===== config.mk =====
export PLATFORM = sky130hd
export DESIGN_NAME = jvs_io_command_responder
export DESIGN_NICKNAME = d
export VERILOG_FILES = /design/src/hdl/jvsio_pkg.sv /design/src/hdl/jvs_io_command_responder.sv /design/src/hdl/jvsio_decode.sv
export SDC_FILE = /design/constraint.sdc
export NUM_CORES = 1
export LEC_CHECK = 0
export BUFFER_PORTS_ARGS = -buffer_cell sky130_fd_sc_hd__buf_2
export CORE_UTILIZATION = 59
export DETAILED_ROUTE_END_ITERATION = 12
export PLACE_DENSITY_LB_ADDON = 0.05
export SKIP_CTS_REPAIR_TIMING = 1
export SYNTH_ARGS = -nofsm -noshare
export SYNTH_HDL_FRONTEND = slang
export SYNTH_SLANG_ARGS = --single-unit

===== constraint.sdc =====
create_clock -name clock -period 3.42 [get_ports clock]
set_input_delay 0.171 -clock clock [delete_from_list [all_inputs] [get_ports clock]]
set_output_delay 0.171 -clock clock [all_outputs]
set_load 0.005 [all_outputs]

===== src/hdl/jvsio_pkg.sv =====
package jvsio_pkg;

   // coin slots kept by the board; the host-side switch inputs cover two of them
   localparam int COIN_SLOTS    = 2;
   localparam int SWITCH_INPUTS = 2;
   localparam int REPLY_BYTES   = 2 * COIN_SLOTS;
   localparam int BYTE_IDX_W    = $clog2(REPLY_BYTES);
   localparam int SLOT_CNT_W    = $clog2(COIN_SLOTS + 1);

   localparam int ID_LEN = 59;
   localparam int LEN_W  = $clog2(ID_LEN + 1);
   localparam int IDX_W  = $clog2(ID_LEN);

   // command codes
   localparam logic [7:0] CMD_IDENTIFY = 8'h10;
   localparam logic [7:0] CMD_REVISION = 8'h11;
   localparam logic [7:0] CMD_JVS_VER  = 8'h12;
   localparam logic [7:0] CMD_COMM_VER = 8'h13;
   localparam logic [7:0] CMD_MAIN_ID  = 8'h15;
   localparam logic [7:0] CMD_COIN_RD  = 8'h21;
   localparam logic [7:0] CMD_COIN_ADD = 8'h35;
   localparam logic [7:0] CMD_VENDOR   = 8'h70;
   localparam logic [7:0] CMD_RESET    = 8'hF0;
   localparam logic [7:0] CMD_SET_ADDR = 8'hF1;

   localparam logic [7:0] VENDOR_SUB   = 8'h18;
   localparam logic [7:0] REV_BYTE     = 8'h11;
   localparam logic [7:0] JVS_VER_BYTE = 8'h20;
   localparam logic [7:0] COMM_VER_BYTE = 8'h10;
   localparam logic [7:0] VENDOR_BYTE  = 8'hFF;

   // report codes
   localparam logic [1:0] RPT_NORMAL   = 2'd0;
   localparam logic [1:0] RPT_SIZE_ERR = 2'd1;
   localparam logic [1:0] RPT_DATA_ERR = 2'd2;

   // configuration register indexes
   localparam logic CSR_DIP_ZERO = 1'b0;
   localparam logic CSR_DIP_ONE  = 1'b1;

   localparam logic [7:0] ID_ROM [ID_LEN] = '{
      8'h6E, 8'h61, 8'h6D, 8'h63, 8'h6F, 8'h20, 8'h6C, 8'h74, 8'h64, 8'h2E,
      8'h3B, 8'h46, 8'h43, 8'h41, 8'h2D, 8'h31,
      8'h3B, 8'h56, 8'h65, 8'h72, 8'h31, 8'h2E, 8'h30, 8'h31,
      8'h3B, 8'h4A, 8'h50, 8'h4E, 8'h2C,
      8'h4D, 8'h75, 8'h6C, 8'h74, 8'h69, 8'h70, 8'h75, 8'h72, 8'h70, 8'h6F, 8'h73, 8'h65,
      8'h20, 8'h2B, 8'h20,
      8'h52, 8'h6F, 8'h74, 8'h61, 8'h72, 8'h79,
      8'h20, 8'h45, 8'h6E, 8'h63, 8'h6F, 8'h64, 8'h65, 8'h72,
      8'h00
   };

   typedef logic [COIN_SLOTS-1:0][15:0] coin_bank_type;

   typedef struct packed {
      logic [1:0]                       code;
      logic                             valid;
      logic                             from_rom;
      logic [LEN_W-1:0]                 len;
      logic [REPLY_BYTES-1:0][7:0]      bytes;
      logic                             setup;
   } reply_desc_type;

endpackage


===== src/hdl/jvs_io_command_responder.sv =====
// the first reply transaction of a command is offered in the cycle after the command
// is taken; the reply register holds the command until its last reply byte is taken
// throughput: one command per cycle when each reply is a single item and the reply
// port is ready; otherwise a new command waits for the last byte of the reply
// reset: synchronous, active high; clears coin counts, switch history, setup bit,
// DIP registers and the reply register's valid bit and byte pointer
module jvs_io_command_responder (
   input  logic        clock,
   input  logic        reset,

   // command channel
   input  logic        req_tvalid,
   output logic        req_tready,
   input  logic [7:0]  req_tuser,   // req_type
   // arg_count[2:0], arg_first[10:3], arg_second[18:11], arg_third[26:19],
   // arg_fourth[34:27], arg_fifth[42:35], payload_has_null[43],
   // coin_switch_a[44], coin_switch_b[45], zero fill[47:46]
   input  logic [47:0] req_tdata,

   // reply channel
   output logic        rsp_tvalid,
   input  logic        rsp_tready,
   output logic        rsp_tlast,   // last_of_reply
   output logic        rsp_tuser,   // reply_valid
   // report_code[1:0], reply_byte[9:2], setup_bit[10], zero fill[15:11]
   output logic [15:0] rsp_tdata,

   // configuration writes
   input  logic        csr_we,
   input  logic        csr_index,
   input  logic [7:0]  csr_wdata
);

   // command decode outputs
   jvsio_pkg::reply_desc_type           desc;
   logic                                setup_in;
   jvsio_pkg::coin_bank_type            coin_count_in;
   logic [jvsio_pkg::COIN_SLOTS-1:0]    coin_seen_in;

   // board state
   logic                                setup_ff;
   jvsio_pkg::coin_bank_type            coin_count_ff;
   logic [jvsio_pkg::COIN_SLOTS-1:0]    coin_seen_ff;
   // DIP switch bytes written through the configuration port; bit 0 of the second byte is not kept
   logic [7:0]                          dip_zero_ff;
   logic [7:1]                          dip_one_ff;

   // reply register: the command in flight and the byte pointer into it
   jvsio_pkg::reply_desc_type           job_ff;
   logic                                job_valid_ff;
   logic [jvsio_pkg::IDX_W-1:0]         idx_ff;

   logic                                req_take;
   logic                                rsp_take;
   logic                                job_last;
   logic [7:0]                          reply_byte;

   jvsio_decode u_decode (
      .cmd              (req_tuser),
      .cnt              (req_tdata[2:0]),
      .arg_first        (req_tdata[10:3]),
      .arg_second       (req_tdata[18:11]),
      .arg_third        (req_tdata[26:19]),
      .payload_has_null (req_tdata[43]),
      .coin_sw          (req_tdata[45:44]),
      .setup_ff         (setup_ff),
      .coin_count_ff    (coin_count_ff),
      .coin_seen_ff     (coin_seen_ff),
      .desc             (desc),
      .setup_in         (setup_in),
      .coin_count_in    (coin_count_in),
      .coin_seen_in     (coin_seen_in)
   );

   // last byte of the command in the reply register
   assign job_last   = (jvsio_pkg::LEN_W'(idx_ff) == job_ff.len - jvsio_pkg::LEN_W'(1));
   assign rsp_take   = job_valid_ff && rsp_tready;

   // a new command enters when the register is empty or its last byte leaves now
   assign req_tready = !job_valid_ff || (rsp_tready && job_last);
   assign req_take   = req_tvalid && req_tready;

   // identify streams from the id rom, everything else from the small byte buffer
   assign reply_byte = job_ff.from_rom ? jvsio_pkg::ID_ROM[idx_ff] :
                       job_ff.bytes[idx_ff[jvsio_pkg::BYTE_IDX_W-1:0]];

   assign rsp_tvalid = job_valid_ff;
   assign rsp_tlast  = job_last;
   assign rsp_tuser  = job_ff.valid;
   assign rsp_tdata  = {5'd0, job_ff.setup, reply_byte, job_ff.code};

   // board state moves when a command is taken, so replies follow command order
   always_ff @(posedge clock) begin
      if (reset) begin
         setup_ff      <= 1'b0;
         coin_count_ff <= '0;
         coin_seen_ff  <= '0;
      end else if (req_take) begin
         setup_ff      <= setup_in;
         coin_count_ff <= coin_count_in;
         coin_seen_ff  <= coin_seen_in;
      end
   end

   always_ff @(posedge clock) begin
      if (reset) begin
         dip_zero_ff <= 8'd0;
         dip_one_ff  <= 7'd0;
      end else if (csr_we) begin
         unique case (csr_index)
            jvsio_pkg::CSR_DIP_ZERO: dip_zero_ff <= csr_wdata;
            jvsio_pkg::CSR_DIP_ONE:  dip_one_ff  <= csr_wdata[7:1];
            default:                 dip_zero_ff <= dip_zero_ff;
         endcase
      end
   end

   // reply register control
   always_ff @(posedge clock) begin
      if (reset) begin
         job_valid_ff <= 1'b0;
         idx_ff       <= '0;
      end else if (req_take) begin
         job_valid_ff <= 1'b1;
         idx_ff       <= '0;
      end else if (rsp_take) begin
         if (job_last) begin
            job_valid_ff <= 1'b0;
         end else begin
            idx_ff <= idx_ff + jvsio_pkg::IDX_W'(1);
         end
      end
   end

   // reply payload, no reset needed
   always_ff @(posedge clock) begin
      if (req_take) begin
         job_ff <= desc;
      end
   end

endmodule


===== src/hdl/jvsio_decode.sv =====
module jvsio_decode (
   input  logic [7:0]                          cmd,
   input  logic [2:0]                          cnt,
   input  logic [7:0]                          arg_first,
   input  logic [7:0]                          arg_second,
   input  logic [7:0]                          arg_third,
   input  logic                                payload_has_null,
   input  logic [jvsio_pkg::SWITCH_INPUTS-1:0] coin_sw,
   input  logic                                setup_ff,
   input  jvsio_pkg::coin_bank_type            coin_count_ff,
   input  logic [jvsio_pkg::COIN_SLOTS-1:0]    coin_seen_ff,
   output jvsio_pkg::reply_desc_type           desc,
   output logic                                setup_in,
   output jvsio_pkg::coin_bank_type            coin_count_in,
   output logic [jvsio_pkg::COIN_SLOTS-1:0]    coin_seen_in
);

   logic [jvsio_pkg::COIN_SLOTS+jvsio_pkg::SWITCH_INPUTS-1:0] sw_wide;
   logic [jvsio_pkg::COIN_SLOTS-1:0]                          level;
   logic [jvsio_pkg::SLOT_CNT_W-1:0]                          n_read;

   // slots past the switch inputs see a low level
   assign sw_wide = {{jvsio_pkg::COIN_SLOTS{1'b0}}, coin_sw};
   assign level   = sw_wide[jvsio_pkg::COIN_SLOTS-1:0];
   assign n_read  = (arg_first < jvsio_pkg::COIN_SLOTS) ?
                    jvsio_pkg::SLOT_CNT_W'(arg_first) :
                    jvsio_pkg::SLOT_CNT_W'(jvsio_pkg::COIN_SLOTS);

   always_comb begin
      desc          = '0;
      desc.code     = jvsio_pkg::RPT_NORMAL;
      desc.len      = jvsio_pkg::LEN_W'(1);
      setup_in      = setup_ff;
      coin_count_in = coin_count_ff;
      coin_seen_in  = coin_seen_ff;

      unique case (cmd)
         jvsio_pkg::CMD_IDENTIFY: begin
            desc.valid    = 1'b1;
            desc.from_rom = 1'b1;
            desc.len      = jvsio_pkg::LEN_W'(jvsio_pkg::ID_LEN);
         end
         jvsio_pkg::CMD_REVISION: begin
            desc.valid    = 1'b1;
            desc.bytes[0] = jvsio_pkg::REV_BYTE;
         end
         jvsio_pkg::CMD_JVS_VER: begin
            desc.valid    = 1'b1;
            desc.bytes[0] = jvsio_pkg::JVS_VER_BYTE;
         end
         jvsio_pkg::CMD_COMM_VER: begin
            desc.valid    = 1'b1;
            desc.bytes[0] = jvsio_pkg::COMM_VER_BYTE;
         end
         jvsio_pkg::CMD_MAIN_ID: begin
            desc.code = (cnt != 3'd0 && payload_has_null) ?
                        jvsio_pkg::RPT_NORMAL : jvsio_pkg::RPT_DATA_ERR;
         end
         jvsio_pkg::CMD_COIN_RD: begin
            if (cnt == 3'd0) begin
               desc.code = jvsio_pkg::RPT_SIZE_ERR;
            end else begin
               for (int i = 0; i < jvsio_pkg::COIN_SLOTS; i++) begin
                  if (i < n_read) begin
                     if (level[i] && !coin_seen_ff[i]) begin
                        coin_count_in[i] = coin_count_ff[i] + 16'd1;
                     end
                     coin_seen_in[i]    = level[i];
                     desc.bytes[2*i]    = {2'b00, coin_count_in[i][13:8]};
                     desc.bytes[2*i+1]  = coin_count_in[i][7:0];
                  end
               end
               if (n_read != '0) begin
                  desc.valid = 1'b1;
                  desc.len   = jvsio_pkg::LEN_W'({n_read, 1'b0});
               end
            end
         end
         jvsio_pkg::CMD_COIN_ADD: begin
            if (cnt < 3'd3) begin
               desc.code = jvsio_pkg::RPT_SIZE_ERR;
            end else begin
               // a slot number past the last slot is dropped
               for (int i = 0; i < jvsio_pkg::COIN_SLOTS; i++) begin
                  if (arg_first == 8'(i)) begin
                     coin_count_in[i] = coin_count_ff[i] + {arg_second, arg_third};
                  end
               end
            end
         end
         jvsio_pkg::CMD_VENDOR: begin
            if (cnt == 3'd0) begin
               desc.code = jvsio_pkg::RPT_SIZE_ERR;
            end else if (arg_first != jvsio_pkg::VENDOR_SUB) begin
               desc.code = jvsio_pkg::RPT_DATA_ERR;
            end else if (cnt < 3'd5) begin
               desc.code = jvsio_pkg::RPT_SIZE_ERR;
            end else begin
               desc.valid    = 1'b1;
               desc.bytes[0] = jvsio_pkg::VENDOR_BYTE;
            end
         end
         jvsio_pkg::CMD_RESET: begin
            if (cnt == 3'd0) begin
               desc.code = jvsio_pkg::RPT_SIZE_ERR;
            end else begin
               setup_in = 1'b1;
            end
         end
         jvsio_pkg::CMD_SET_ADDR: begin
            if (cnt == 3'd0) begin
               desc.code = jvsio_pkg::RPT_SIZE_ERR;
            end else begin
               desc.valid    = 1'b1;
               desc.bytes[0] = {7'd0, arg_first == 8'd1};
               setup_in      = 1'b0;
            end
         end
         default: begin
            desc.code = jvsio_pkg::RPT_DATA_ERR;
         end
      endcase

      desc.setup = setup_in;
   end

endmodule


==> results.json <==
{
  "post_layout_nonfiller_instances": 980,
  "die_area_um2": 11700,
  "clock_skew_ns": 0.0153,
  "postPlaceCellArea_um2": 6930,
  "measured_slew_at_the_worst_slew_check_pin_ns": 0.706,
  "regToRegEndpoint": "job_ff[28]$_SDFFCE_PP0P_",
  "min_period_over_period_pct": 84.2,
  "layout_min_cycle_time_ns": 2.88,
  "grt_pass1_vias": 5533,
  "synth-seq-area-share_pct": 28.7,
  "max_clock_freq_mhz": 347,
  "drc_errors": 0,
  "timing.reg2reg.worst_path_depth": 8,
  "dieHeight_um": 108,
  "grt_start_max_net_pins": 43,
  "post-dp-hpwl_mm": 12.3,
  "status": "finished clean",
  "critical_path_required_ns": 3.25,
  "drive_gt1_share_pct": 16.3,
  "ioPinCount": 90,
  "cts_sinks": 76,
  "dr.first_iter.drc_count": 614,
  "cts.root.buffer_cell": "clkbuf_8",
  "maxSlewViolCount": 0,
  "ctsLongestPathBuffers": 2,
  "clk_pin_slew_ns": 0.09,
  "timing.critical_path.fanout_max": 11,
  "area_growth_pct": 7.27,
  "total_leakage_power_nw": 2.66,
  "post_synth_instance_area_um2": 6630,
  "worstPathBufferInverterCount": 2,
  "dr_total_vias": 6097,
  "synthesis.yosys.warnings": 0,
  "drt-wirelength-per-cell_um": 16.8,
  "critical_path_class": "flip-flop to output port",
  "detailedRoute.firstPassIterationCount": 5,
  "synth-edff-count": 38,
  "critical_path.endpoint_type": "output port",
  "fillers": 896,
  "grt_pass1_wl_mm": 26.8,
  "worst_path_max_delay_cell": "dfxtp_1",
  "fin_tns_setup_ns": 0,
  "synthArstFlopShare_pct": 0,
  "final-seq-area_um2": 1900,
  "rrSetupSlack_ns": 0.58,
  "synthDominantAreaCellType": "edfxtp_1",
  "endpoints_failing_hold": 0,
  "port_buffers": 54,
  "synthesized_area_per_cell_um2": 8.23,
  "synth_top_flop_cell": "edfxtp_1",
  "routed_wirelength_mm": 16.5,
  "cts-buffers-inserted": 9,
  "data_arrival_time_at_the_worst_slack_endpoint_ns": 2.71,
  "die_w_um": 108,
  "grt_remaining_overflow": 0,
  "finalWeightedCongestion": 0.899,
  "tritoncts": "built",
  "crit_chain": "inv_1, ha_1, nor2b_1, nor2_1, o21a_1, mux4_2, a21oi_1, buf_2",
  "synthTopCellsByArea": "edfxtp_1 17%, dfxtp_1 11%, ha_1 7.4%, a21oi_1 5.2%, nor2_1 4.9%",
  "worst_skew_pair.late_latency_ns": 0.37,
  "slowest_delay_ns": 0.51,
  "hold_critical_path_endpoint": "coin_seen_ff[0]$_SDFFE_PP0P_",
  "place.detailed.instances": 964,
  "worstHoldStart": "req_tdata[44]",
  "grt_setup_unrepaired": "no",
  "rr_startpoint": "job_ff[33]$_DFFE_PP_",
  "initial_core_util_pct": 60.9,
  "yosysTopAreaCellShare_pct": 17.2,
  "power.ir.vdd_worst_uv": 171,
  "p_per_area_nw_per_um2": 262,
  "groute.usage.overall_pct": 29.4,
  "cpLargestDelayFamily": "flip-flops",
  "drtAntennaViolNets": 0,
  "timing.hold.worst_path_depth": 3,
  "grt_antenna_before_repair": 0,
  "syn_inst": 805,
  "setup_viol": 0,
  "floorplan.rows": 38,
  "final_cell_area_um2": 7110,
  "vias_per_cell": 6.22,
  "synth.top_cells.by_count": "87 x nor2_1, 70 x nand2_1, 69 x a21oi_1",
  "antennaDiodeCount": 0,
  "final_nets": 946,
  "max-cap-violations": 0,
  "synth-seq-cells": 76,
  "hold_path_class": "primary input to flip-flop",
  "yosys.cell_count.top_type": "nor2_1",
  "fp.coreArea_um2": 10900,
  "synthDistinctLibCells": 88,
  "htreeDepth": 3,
  "timing.slew.headroom_pct": 53.0,
  "startpoint_type": "flip-flop",
  "multi_input_area_um2": 4350
}
worst min-delay path, cell delays in order:
cell     delay [ns]
buf_2          0.08
mux2i_1        0.06
nor2_1         0.08
worst max-delay path by stage:
stage	from	endpoint	slack [ns]	cells after the start
CTS	idx_ff[1]$_SDFFE_PP0P_	rsp_tdata[3]	0.55	8
floorplan	job_ff[33]$_DFFE_PP_	coin_count_ff[27]$_SDFFE_PP0P_	0.63	10
global route	job_ff[33]$_DFFE_PP_	job_ff[25]$_SDFFCE_PP0P_	0.34	8
detailed placement	job_ff[33]$_DFFE_PP_	job_ff[25]$_SDFFCE_PP0P_	0.61	8
global placement	job_ff[33]$_DFFE_PP_	job_ff[25]$_SDFFCE_PP0P_	0.67	8
finish	idx_ff[1]$_SDFFE_PP0P_	rsp_tdata[3]	0.54	8
sequential cells by signal (all words and copies together), names as in the netlist:
| register | count |
|---|---|
| rsp_tuser | 1 |
| idx_ff | 6 |
| job_ff | 34 |
| rsp_tdata | 3 |
| coin_seen_ff | 2 |
| setup_ff | 1 |
| rsp_tvalid | 1 |
| coin_count_ff | 28 |
routing by layer:
metal  GRT usage, %  up-vias  wire, um
li1               -     3007         -
met1           37.4     2835      7150
met2           49.7      227      8080
met3           4.10       28       873
met4           12.8        0       413
met5              0        -         0
power breakdown:
group / leakage [nW] / internal (mW) / switching (mW)
sequential: 0.680 / 0.978 / 0.0118
clock: 0.0920 / 0.282 / 0.359
combinational: 1.88 / 0.0948 / 0.139
cell usage in the layout (no fill, tap or decap), types with 9 or more instances in the layout:
cell,synthesis,routed
xor2_1,23,23
nand2_1,70,70
buf_4,8,14
clkbuf_8,0,10
a21o_1,12,12
inv_1,34,34
edfxtp_1,38,38
ha_1,39,39
a21oi_1,69,69
buf_2,4,54
o21ai_0,53,53
nand4_1,10,10
nor3_1,20,20
nand3_1,27,27
a211oi_1,9,9
nor2_1,87,86
or3_1,9,9
nor2b_1,14,14
dfxtp_1,38,38
xnor2_1,22,22
through the flow:
| step | setup slack, ns | utilization (%) | hold WS [ns] | power (mW) |
|---|---|---|---|---|
| 2_1_floorplan | 0.633 | - | 0.300 | 1.16 |
| 3_3_place_gp | 0.666 | 63.7 | 0.423 | 1.23 |
| 3_5_place_dp | 0.606 | 63.7 | 0.436 | 1.24 |
| 4_1_cts | 0.553 | 65.3 | 0.0432 | 1.87 |
| 5_1_grt | 0.335 | 65.3 | 0.0613 | 1.95 |
| 6_report | 0.542 | 65.3 | 0.0540 | 1.86 |
final cells by class:
type,count,area share [%]
Inverter,35,1.85
Timing Repair Buffer,68,5.28
Clock inverter,6,0.563
Sequential cell,76,26.8
Tap cell,140,2.46
Multi-Input combinational cell,645,61.2
Clock buffer,10,1.94
logic make-up (layout without fill, tap and decap cells):
group,Yosys count,after routing,synth area share (%)
AOI/OAI and AO/OA,232,232,23.7
xor gates and xnor gates,45,45,5.95
adders and majority gates,41,41,7.97
buffers and inverters,88,119,5.99
DFF,76,76,28.7
muxes,23,23,5.12
other,1,5,0.0566
and+or+nand+nor,299,299,22.6
Note: power is estimated with default switching activity, not from simulation.
